$ cat config.mk
export PLATFORM = sky130hd
export DESIGN_NAME = bfca_preload_calc
export DESIGN_NICKNAME = d
export VERILOG_FILES = /design/src/rtl/core/best_fit_chunk_allocator_macros.svh /design/src/rtl/core/bfca_pkg.sv /design/src/rtl/core/bfca_preload_calc.sv
export SDC_FILE = /design/constraint.sdc
export NUM_CORES = 1
export LEC_CHECK = 0
export BUFFER_PORTS_ARGS = -buffer_cell sky130_fd_sc_hd__clkbuf_2
export CAP_MARGIN = 30
export CORE_MARGIN = 10
export CORE_UTILIZATION = 49
export DETAILED_ROUTE_END_ITERATION = 6
export PLACE_DENSITY_LB_ADDON = 0.15
export SETUP_SLACK_MARGIN = 0.05
export SLEW_MARGIN = 5
export SYNTH_ARGS = -nofsm -noshare
export SYNTH_HDL_FRONTEND = slang
export SYNTH_SLANG_ARGS = --single-unit
$ cat constraint.sdc
create_clock -name vclk -period 19.1
set_input_delay 5.73 -clock vclk [all_inputs]
set_output_delay 5.73 -clock vclk [all_outputs]
set_load 0.005 [all_outputs]
$ cat src/rtl/core/best_fit_chunk_allocator_macros.svh
// Assertion macros used by the chunk allocator top level.
`ifndef BEST_FIT_CHUNK_ALLOCATOR_MACROS_SVH
`define BEST_FIT_CHUNK_ALLOCATOR_MACROS_SVH

`ifndef SYNTHESIS
`define BFCA_ASSERT_ALWAYS(name, clk, rst_n, cond, msg) \
  name: assert property (@(posedge clk) disable iff (!rst_n) (cond)) else $error(msg);
`define BFCA_ASSERT_NEXT(name, clk, rst_n, trig, cond, msg) \
  name: assert property (@(posedge clk) disable iff (!rst_n) (trig) |=> (cond)) \
    else $error(msg);
`else
`define BFCA_ASSERT_ALWAYS(name, clk, rst_n, cond, msg)
`define BFCA_ASSERT_NEXT(name, clk, rst_n, trig, cond, msg)
`endif

`endif

$ cat src/rtl/core/bfca_pkg.sv
// Shared types and constants of the best-fit chunk allocator.
package bfca_pkg;

  localparam int unsigned FREE_SLOTS_DEF = 64;

  localparam int CFG_IDX_W  = 2;
  localparam int CFG_DATA_W = 32;

  localparam logic [CFG_IDX_W-1:0] REG_CHUNK_SIZE    = 2'd0;
  localparam logic [CFG_IDX_W-1:0] REG_MAX_PRELOAD   = 2'd1;
  localparam logic [CFG_IDX_W-1:0] REG_FIRST_ARCHIVE = 2'd2;

  localparam logic [31:0] CHUNK_SIZE_RST    = 32'd209715200;
  localparam logic [15:0] MAX_PRELOAD_RST   = 16'd1024;
  localparam logic [14:0] FIRST_ARCHIVE_RST = 15'd0;
  localparam logic [14:0] ARCHIVE_TOP       = 15'd32766;

  localparam logic OP_ALLOC   = 1'b0;
  localparam logic OP_RELEASE = 1'b1;

  localparam logic STATUS_OK   = 1'b0;
  localparam logic STATUS_FULL = 1'b1;

  typedef struct packed {
    logic [31:0] offset;
    logic [31:0] length;
    logic [14:0] archive;
  } list_entry_t;

  typedef struct packed {
    logic [15:0] preload_taken;
    logic [31:0] stored_length;
  } preload_t;

  typedef struct packed {
    logic        in_directory;
    logic [14:0] archive_num;
    logic [31:0] offset;
    logic        reused;
    logic [15:0] preload_taken;
    logic [31:0] stored_length;
    logic        status;
  } result_t;

  typedef struct packed {
    logic rd_en;
    logic wr_en;
  } mem_ctl_t;

endpackage

$ cat src/rtl/core/bfca_preload_calc.sv
// Preload clamp and stored length of an allocate request.
module bfca_preload_calc (
  input  logic [31:0]        data_length,
  input  logic [31:0]        preload_request,
  input  logic [15:0]        max_preload,
  output bfca_pkg::preload_t res
);
  import bfca_pkg::*;

  logic [15:0] lim;
  logic [15:0] pre;

  always_comb begin
    lim = (data_length > {16'b0, max_preload}) ? max_preload : data_length[15:0];
    if (preload_request == 32'd0) begin
      pre = 16'd0;
    end else if (preload_request > {16'b0, lim}) begin
      pre = lim;
    end else begin
      pre = preload_request[15:0];
    end
    res.preload_taken = pre;
    res.stored_length = data_length - {16'b0, pre};
  end
endmodule

==> results.py, run 1 <==
metrics = {
    "run_status": {
        "outcome": "completed",
    },
    "sta": {
        "achievable_frequency_mhz": 55.5,
        "fin_crit_sh": 0.944,
        "final.setup.tns_ns": 0,
        "period_minus_slack_ns": 18.03,
        "max_slew.worst_pin.slew_ns": 0.884,
        "final-max-slew-violation-count": 0,
        "hold-worst-slack_ns": 11.72,
        "finalHoldViolCount": 0,
        "setup_violations": 0,
        "rsz_0062_raised_after_global_routing": "false",
        "max-slew-margin-rel": 0.411,
    },
    "synth": {
        "synthCells": 338,
        "synth_fa_ha_area_frac": 0.251,
        "post-synth-top-area-cell": "sky130_fd_sc_hd__ha_1",
        "synth_cell_type_count": 51,
        "synth.most_common_cell": "sky130_fd_sc_hd__ha_1",
        "synth.top_cells.by_count": "sky130_fd_sc_hd__ha_1, sky130_fd_sc_hd__nor2_1, sky130_fd_sc_hd__a21oi_1, sky130_fd_sc_hd__inv_1, sky130_fd_sc_hd__a211oi_1",
        "synth-warning-count": 0,
        "avgSynthCellArea_sq_um": 7.31,
        "yosys.area_share.simple": 0.229,
        "synth.cell_area_sq_um": 2470,
        "synth.top_cells.by_area": "sky130_fd_sc_hd__ha_1, sky130_fd_sc_hd__mux2i_1, sky130_fd_sc_hd__a211oi_1",
        "main_combinational_cell_family_by_area_after_synthesis": "compound AO/OA/AOI/OAI gates",
        "synth_nets": 467,
        "synth_seq_area_share": 0,
        "synthMuxAreaShare": 0.0648,
        "synth_largest_type_area_fraction": 0.243,
        "complex_gate_fraction_of_the_synthesized_area": 0.317,
        "post_synth_xor_area_fraction": 0.0779,
    },
    "detailed_routing": {
        "postRouteAntennaNets": 0,
        "drc": 0,
        "vias_per_cell": 5.84,
        "total_vias_in_the_final_route": 3058,
        "drt-wirelength-per-cell_microns": 16.0,
        "detail_route.iter0.violations": 133,
        "drt-total-wl_microns": 8360,
        "detail_route.first_pass.iterations": 5,
    },
    "placed_design": {
        "dp_hpwl_microns": 7480,
        "io_buffers": 128,
        "finalWeightedCongestion": 0.955,
    },
    "final_layout": {
        "fill_cells": 460,
        "design.seq.count": 0,
        "sequential_cell_area_sq_um": 0,
        "drive_gt1_frac": 0.319,
        "insertedDiodeCount": 0,
        "syn2layout_area_growth_pct": 27.3,
        "final.clkbuf_count": 0,
        "nNetsFinal": 588,
    },
    "clock_network": {
        "post_cts_sizing": 0,
        "cts_hold_buf": 0,
        "postCtsSetupRepairBufs": 0,
    },
    "global_routing": {
        "grt_max_degree": 38,
        "overflow": 0,
        "grt_antenna_before_repair": 0,
        "grt_pass1_vias": 3056,
        "track_usage": 0.188,
        "grt_first_pass_wirelength_microns": 14100,
    },
    "worst_setup_path": {
        "cpMostUsedCell": "sky130_fd_sc_hd__ha_1",
        "setup_crit_path_kind": "in -> out",
        "worstPathMaxFanout": 37,
        "critical_path.startpoint_type": "input pin",
        "end_kind": "primary output",
        "timing.critical_path.required_ns": 13.37,
        "crit_slowest_cell": "sky130_fd_sc_hd__o21a_1",
        "critPathMaxStageDelay_ns": 0.71,
        "cp_data_arrival_time_ns": 12.30,
    },
    "floorplan": {
        "initial_utilization": 0.513,
        "die_x_microns": 91.0,
        "die_height_microns": 91.0,
        "dieArea_sq_um": 8290,
        "rows": 25,
        "floorplan.io_pins": 128,
        "core_sq_um": 4820,
    },
    "flow_run": {
        "maxCapViolations": 0,
    },
    "pwr": {
        "power_density_nw_per_um2": 24.3,
        "power.static_leakage_nw": 1.65,
        "ir_worst_vdd_uv": 16.5,
    },
    "worst_hold_path": {
        "worstHoldPathType": "in -> out",
    },
}
final timing paths:
path / from / end / slack (ns) / cells after the start
setup / recovery: data_length[14] / res[17] / 1.07 / 25
hold / removal: data_length[27] / res[27] / 11.72 / 3
per-stage QoR:
stage               cells   util  worst slack [ns]   power, W  cell area (sq um)
finish                524  0.653              1.07  0.0000765               3150
global route          524  0.653             0.489  0.0000864               3150
floorplan             338      -              1.97  0.0000440               2470
global placement      524  0.653              1.16  0.0000754               3150
CTS                   524  0.653              1.07  0.0000767               3150
detailed placement    524  0.653              1.07  0.0000763               3150
worst max-delay path, delay by kind of cell:
family | cells | cell delay [ns]
multiplexers | 1 | 0.26
AND/OR/NAND/NOR | 5 | 1.05
XOR/XNOR | 1 | 0.17
AO/OA/AOI/OAI | 12 | 3.45
buffers and inverters | 3 | 0.62
adder cells (fa/ha/maj) | 3 | 1.00
final cells by class:
type	instances	area, sq um	share of cell area
inverter	22	82.6	0.0262
multi-input combinational	305	2320	0.739
tap	67	83.8	0.0266
timing repair buffer	130	656	0.208
kinds of logic after synthesis:
logic type      after synthesis
mux                          16
xor+xnor                     22
buf+inv                      33
fa+ha+maj                    49
simple gates                110
compound gates              108
power by group:
part,switching (W),internal [W],leakage (nW)
combinational,0.0000408,0.0000357,1.65
sequential,0,0,0
clock,0,0,0
total,0.0000408,0.0000357,1.65
routing by layer:
layer | up-vias | GRT usage | share of wire
met5 | - | 0 | 0
met4 | 0 | 0.0104 | 0.0077
met3 | 8 | 0.0337 | 0.083
met2 | 144 | 0.324 | 0.45
met1 | 1350 | 0.248 | 0.46
li1 | 1556 | - | -
cell usage in the layout, fill, tap and decap left out, types with 11 or more instances in the layout:
cell type                  count
sky130_fd_sc_hd__mux2i_1      16
sky130_fd_sc_hd__ha_1         48
sky130_fd_sc_hd__inv_1        22
sky130_fd_sc_hd__xor2_1       15
sky130_fd_sc_hd__nand2_1      12
sky130_fd_sc_hd__a21oi_1      28
sky130_fd_sc_hd__nor4_1       11
sky130_fd_sc_hd__a211oi_1     19
sky130_fd_sc_hd__clkbuf_2    128
sky130_fd_sc_hd__nor2_1       38
Note: power is estimated with default switching activity, not from simulation.
==> run 2, diff against run 1 <==
--- a/config.mk
+++ b/config.mk
@@ -10,7 +10,7 @@
 export CORE_MARGIN = 10
 export CORE_UTILIZATION = 49
 export DETAILED_ROUTE_END_ITERATION = 6
-export PLACE_DENSITY_LB_ADDON = 0.15
+export PLACE_DENSITY = 0.88
 export SETUP_SLACK_MARGIN = 0.05
 export SLEW_MARGIN = 5
 export SYNTH_ARGS = -nofsm -noshare
==> constraint.sdc (replaced) <==
create_clock -name vclk -period 19.1
set_input_delay 0.955 -clock vclk [all_inputs]
set_output_delay 0.955 -clock vclk [all_outputs]
set_load 0.005 [all_outputs]
==> run 2 against run 1 <==
  * Final area grew 0.32%
  * Worst hold slack lost 9.5 ns
  * Combinational power grew 2%
  * Critical path depth grew 3
  * Critical path type unchanged
  * Highest routed layer unchanged
==> results.py, run 2 (synthesis gave the netlist of run 1 again) <==
metrics = {
    "detailed_routing": {
        "drt-wirelength-per-cell_microns": 17.1,
        "drc": 0,
        "detail_route.iter0.violations": 173,
        "total_vias_in_the_final_route": 3078,
        "postRouteAntennaNets": 0,
        "drt-total-wl_microns": 8940,
        "vias_per_cell": 5.87,
        "detail_route.first_pass.iterations": 5,
    },
    "run_status": {
        "outcome": "completed",
    },
    "final_layout": {
        "drive_gt1_frac": 0.322,
        "design.seq.count": 0,
        "syn2layout_area_growth_pct": 27.7,
        "post_layout_util": 0.655,
        "nNetsFinal": 588,
        "final-instance-count-excl-fill": 524,
        "mostFrequentLayoutCells": "sky130_fd_sc_hd__clkbuf_2, sky130_fd_sc_hd__ha_1, sky130_fd_sc_hd__nor2_1",
        "final.clkbuf_count": 0,
        "insertedDiodeCount": 0,
        "sequential_cell_area_sq_um": 0,
        "layout_commonest_cell": "sky130_fd_sc_hd__clkbuf_2",
    },
    "sta": {
        "final-max-slew-violation-count": 0,
        "fin_crit_sh": 0.454,
        "achievable_frequency_mhz": 115,
        "final.setup.tns_ns": 0,
        "hold-worst-slack_ns": 2.17,
        "setup_violations": 0,
        "max_slew.worst_pin.slew_ns": 0.904,
        "rsz_0062_raised_after_global_routing": "false",
        "period_minus_slack_ns": 8.68,
        "max-slew-margin-rel": 0.397,
        "finalHoldViolCount": 0,
    },
    "pwr": {
        "power_density_nw_per_um2": 24.7,
        "power.static_leakage_nw": 1.65,
        "ir_worst_vdd_uv": 15.4,
        "fin_total_pwr_w": 0.0000781,
    },
    "floorplan": {
        "initial_utilization": 0.513,
        "dieArea_sq_um": 8290,
        "floorplan.io_pins": 128,
        "die_height_microns": 91.0,
        "rows": 25,
        "die_x_microns": 91.0,
        "core_sq_um": 4820,
    },
    "placed_design": {
        "finalWeightedCongestion": 0.926,
        "io_buffers": 128,
        "dp_hpwl_microns": 7910,
        "numPlacedInstances": 523,
    },
    "worst_setup_path": {
        "crit_slowest_cell": "sky130_fd_sc_hd__o21a_1",
        "timing.critical_path.required_ns": 18.15,
        "cpMostUsedCell": "sky130_fd_sc_hd__ha_1",
        "cp_data_arrival_time_ns": 7.72,
        "critical_path.startpoint_type": "input pin",
        "setup_crit_path_kind": "in -> out",
        "worstPathMaxFanout": 47,
        "end_kind": "primary output",
        "critPathMaxStageDelay_ns": 0.73,
    },
    "global_routing": {
        "grt_first_pass_wirelength_microns": 14000,
        "grt_use_met3": 0.0477,
        "grt-busiest-layer": "met2",
        "grt_use_met1": 0.221,
        "grt_util_met2": 0.354,
        "track_usage": 0.192,
        "overflow": 0,
        "grt_max_degree": 48,
        "grt_pass1_vias": 3097,
        "grt_antenna_before_repair": 0,
    },
    "worst_hold_path": {
        "worstHoldPathType": "in -> out",
        "worst_hold_path.num_cells": 3,
    },
    "clock_network": {
        "post_cts_sizing": 0,
        "cts_hold_buf": 0,
        "postCtsSetupRepairBufs": 0,
    },
    "flow_run": {
        "maxCapViolations": 0,
    },
}
## run 2: through the flow
| stage | setup slack [ns] | area (sq um) |
|---|---|---|
| global route | 9.80 | 3160 |
| detailed placement | 10.54 | 3140 |
| finish | 10.42 | 3160 |
| global placement | 10.79 | 3140 |
| floorplan | 11.52 | 2470 |
| CTS | 10.51 | 3140 |
## run 2: layout make-up
cell class | instances | area, sq um
multi-input combinational | 305 | 2330
fill | 461 | 1660
timing repair buffer | 130 | 663
tap | 67 | 83.8
inverter | 22 | 82.6
## run 2: routing by layer
metal / share of wire / vias up
met5: 0 / -
met4: 0.010 / 0
met3: 0.083 / 6
met2: 0.49 / 114
met1: 0.42 / 1393
li1: - / 1565
## run 2: critical path, delay by kind of cell
kind	cells	cell delay, ns
adders and majority gates	4	1.36
AOI/OAI and AO/OA	11	3.00
buffers and inverters	5	0.68
and+or+nand+nor	7	1.46
muxes	1	0.25
## run 2: final timing paths
| check | startpoint | end | slack [ns] |
|---|---|---|---|
| setup / recovery | max_preload[14] | res[24] | 10.42 |
| hold / removal | data_length[29] | res[29] | 2.17 |
## run 2: report_power, final
part | leakage [nW] | internal (W) | switching [W]
sequential | 0 | 0 | 0
clock | 0 | 0 | 0
combinational | 1.65 | 0.0000360 | 0.0000421
==> run 3, diff against run 2 <==
--- a/config.mk
+++ b/config.mk
@@ -5,12 +5,13 @@
 export SDC_FILE = /design/constraint.sdc
 export NUM_CORES = 1
 export LEC_CHECK = 0
+export ABC_AREA = 1
 export BUFFER_PORTS_ARGS = -buffer_cell sky130_fd_sc_hd__clkbuf_2
 export CAP_MARGIN = 30
 export CORE_MARGIN = 10
-export CORE_UTILIZATION = 49
+export CORE_UTILIZATION = 46
 export DETAILED_ROUTE_END_ITERATION = 6
-export PLACE_DENSITY = 0.88
+export PLACE_DENSITY = 0.83
 export SETUP_SLACK_MARGIN = 0.05
 export SLEW_MARGIN = 5
 export SYNTH_ARGS = -nofsm -noshare
==> constraint.sdc (replaced) <==
create_clock -name vclk -period 7.25
set_input_delay 0.3625 -clock vclk [all_inputs]
set_output_delay 0.3625 -clock vclk [all_outputs]
set_load 0.005 [all_outputs]
==> run 3 against run 2 <==
  * Non-clock buffer count shrank 2
  * Critical path depth grew 7
  * Count of clock-buffer cells in the layout is the same
  * Power grew to 2.9 times the previous value
  * Die area grew 22%
==> results.py, run 3 <==
metrics = {
    "synth": {
        "synth-warning-count": 0,
        "avgSynthCellArea_sq_um": 5.75,
        "yosys.area_share.simple": 0.472,
        "synth.cell_area_sq_um": 2970,
        "synth.most_common_cell": "sky130_fd_sc_hd__nand2_1",
        "synth_cell_type_count": 32,
        "synth.top_cells.by_count": "sky130_fd_sc_hd__nand2_1, sky130_fd_sc_hd__inv_1, sky130_fd_sc_hd__nor2_1, sky130_fd_sc_hd__a21oi_1, sky130_fd_sc_hd__ha_1",
        "synthCells": 517,
        "synth_seq_area_share": 0,
        "complex_gate_fraction_of_the_synthesized_area": 0.121,
        "synth_largest_type_area_fraction": 0.202,
        "synth.top_cells.by_area": "sky130_fd_sc_hd__ha_1, sky130_fd_sc_hd__nand2_1, sky130_fd_sc_hd__inv_1",
        "post_synth_xor_area_fraction": 0.0677,
        "synth_fa_ha_area_frac": 0.209,
        "synthMuxAreaShare": 0,
        "post-synth-top-area-cell": "sky130_fd_sc_hd__ha_1",
        "main_combinational_cell_family_by_area_after_synthesis": "simple AND/OR/NAND/NOR gates",
        "synth_nets": 646,
    },
    "global_routing": {
        "overflow": 0,
        "grt_antenna_before_repair": 0,
        "track_usage": 0.198,
        "grt_pass1_vias": 3867,
        "grt_max_degree": 18,
        "grt_first_pass_wirelength_microns": 17400,
    },
    "worst_setup_path": {
        "cpMostUsedCell": "sky130_fd_sc_hd__nand2_1",
        "crit_slowest_cell": "sky130_fd_sc_hd__fa_1",
        "cp_data_arrival_time_ns": 5.68,
        "critical_path.startpoint_type": "input pin",
        "critPathMaxStageDelay_ns": 0.40,
        "end_kind": "primary output",
        "worstPathMaxFanout": 17,
        "timing.critical_path.required_ns": 6.89,
        "setup_crit_path_kind": "in -> out",
    },
    "final_layout": {
        "design.seq.count": 0,
        "layout_commonest_cell": "sky130_fd_sc_hd__clkbuf_2",
        "final.clkbuf_count": 0,
        "drive_gt1_frac": 0.279,
        "syn2layout_area_growth_pct": 22.8,
        "post_layout_util": 0.578,
        "final-instance-count-excl-fill": 716,
        "insertedDiodeCount": 0,
        "sequential_cell_area_sq_um": 0,
        "fill_cells": 637,
        "mostFrequentLayoutCells": "sky130_fd_sc_hd__clkbuf_2, sky130_fd_sc_hd__nand2_1, sky130_fd_sc_hd__inv_1",
        "nNetsFinal": 770,
    },
    "placed_design": {
        "io_buffers": 128,
        "dp_hpwl_microns": 9460,
        "numPlacedInstances": 716,
        "finalWeightedCongestion": 1.02,
        "post-place-ws_ns": 1.24,
    },
    "sta": {
        "max_slew.worst_pin.slew_ns": 0.834,
        "finalHoldViolCount": 0,
        "postLayoutSetupSlackWorst_ns": 1.21,
        "period_minus_slack_ns": 6.04,
        "achievable_frequency_mhz": 166,
        "setup_violations": 0,
        "final-max-slew-violation-count": 0,
        "rsz_0062_raised_after_global_routing": "false",
        "max-slew-margin-rel": 0.441,
        "final.setup.tns_ns": 0,
        "fin_crit_sh": 0.833,
        "hold-worst-slack_ns": 1.03,
    },
    "detailed_routing": {
        "drt-total-wl_microns": 10300,
        "detail_route.iter0.violations": 150,
        "detail_route.first_pass.iterations": 5,
        "total_vias_in_the_final_route": 3819,
        "drc": 0,
        "postRouteAntennaNets": 0,
        "drt-wirelength-per-cell_microns": 14.4,
        "vias_per_cell": 5.33,
    },
    "pwr": {
        "ir_worst_vdd_uv": 52.8,
        "power.static_leakage_nw": 2.22,
        "power_density_nw_per_um2": 61.3,
    },
    "worst_hold_path": {
        "worstHoldPathType": "in -> out",
        "worst_hold_path.num_cells": 4,
        "min_to": "res[31]",
        "min_from": "data_length[31]",
    },
    "clock_network": {
        "post_cts_sizing": 0,
        "cts_hold_buf": 0,
        "postCtsSetupRepairBufs": 0,
    },
    "floorplan": {
        "floorplan.io_pins": 128,
        "core_sq_um": 6310,
        "dieArea_sq_um": 10100,
        "die_height_microns": 100,
        "rows": 29,
        "initial_utilization": 0.471,
        "die_x_microns": 100,
    },
    "run_status": {
        "outcome": "completed",
    },
    "flow_run": {
        "maxCapViolations": 0,
    },
}
## run 3: worst max-delay path by stage
stage               to  cells after the start             from
3_3_place_gp   res[24]                     36  max_preload[15]
6_report       res[24]                     35  data_length[15]
2_1_floorplan  res[24]                     35  max_preload[11]
4_1_cts        res[24]                     35  data_length[15]
3_5_place_dp   res[24]                     35  data_length[15]
5_1_grt        res[24]                     36  max_preload[15]
## run 3: logic make-up after synthesis
group,Yosys count
xor gates and xnor gates,23
and+or+nand+nor,283
AOI/OAI and AO/OA,69
adders and majority gates,49
buffers and inverters,93
## run 3: critical path, delay by kind of cell
family	cells	cell delay, ns
buf+inv	5	0.61
fa+ha+maj	4	1.21
compound gates	5	0.95
simple gates	21	2.54
## run 3: cell type report
type	count	area, sq um	share of cell area
Multi-Input combinational cell	424	2590	0.709
Timing Repair Buffer	128	641	0.175
Inverter	87	327	0.0894
Tap cell	77	96.3	0.0264
## run 3: routing by layer
metal  track usage  share of wire  up-vias
met2         0.372           0.48      162
met1         0.230           0.42     1704
li1              -              -     1935
met4        0.0315          0.018        0
met3        0.0302          0.075       18
met5             0              0        -
## run 3: power by group
part	internal, W	switching, W	total [W]
sequential	0	0	0
combinational	0.0000936	0.000130	0.000224
clock	0	0	0
## run 3: metrics by stage
| stage | area, sq um | total power, W |
|---|---|---|
| after floorplan | 2970 | 0.000129 |
| after global placement | 3650 | 0.000219 |
| after detailed placement | 3650 | 0.000223 |
| after CTS | 3650 | 0.000224 |
| after global routing | 3650 | 0.000254 |
| final | 3650 | 0.000224 |
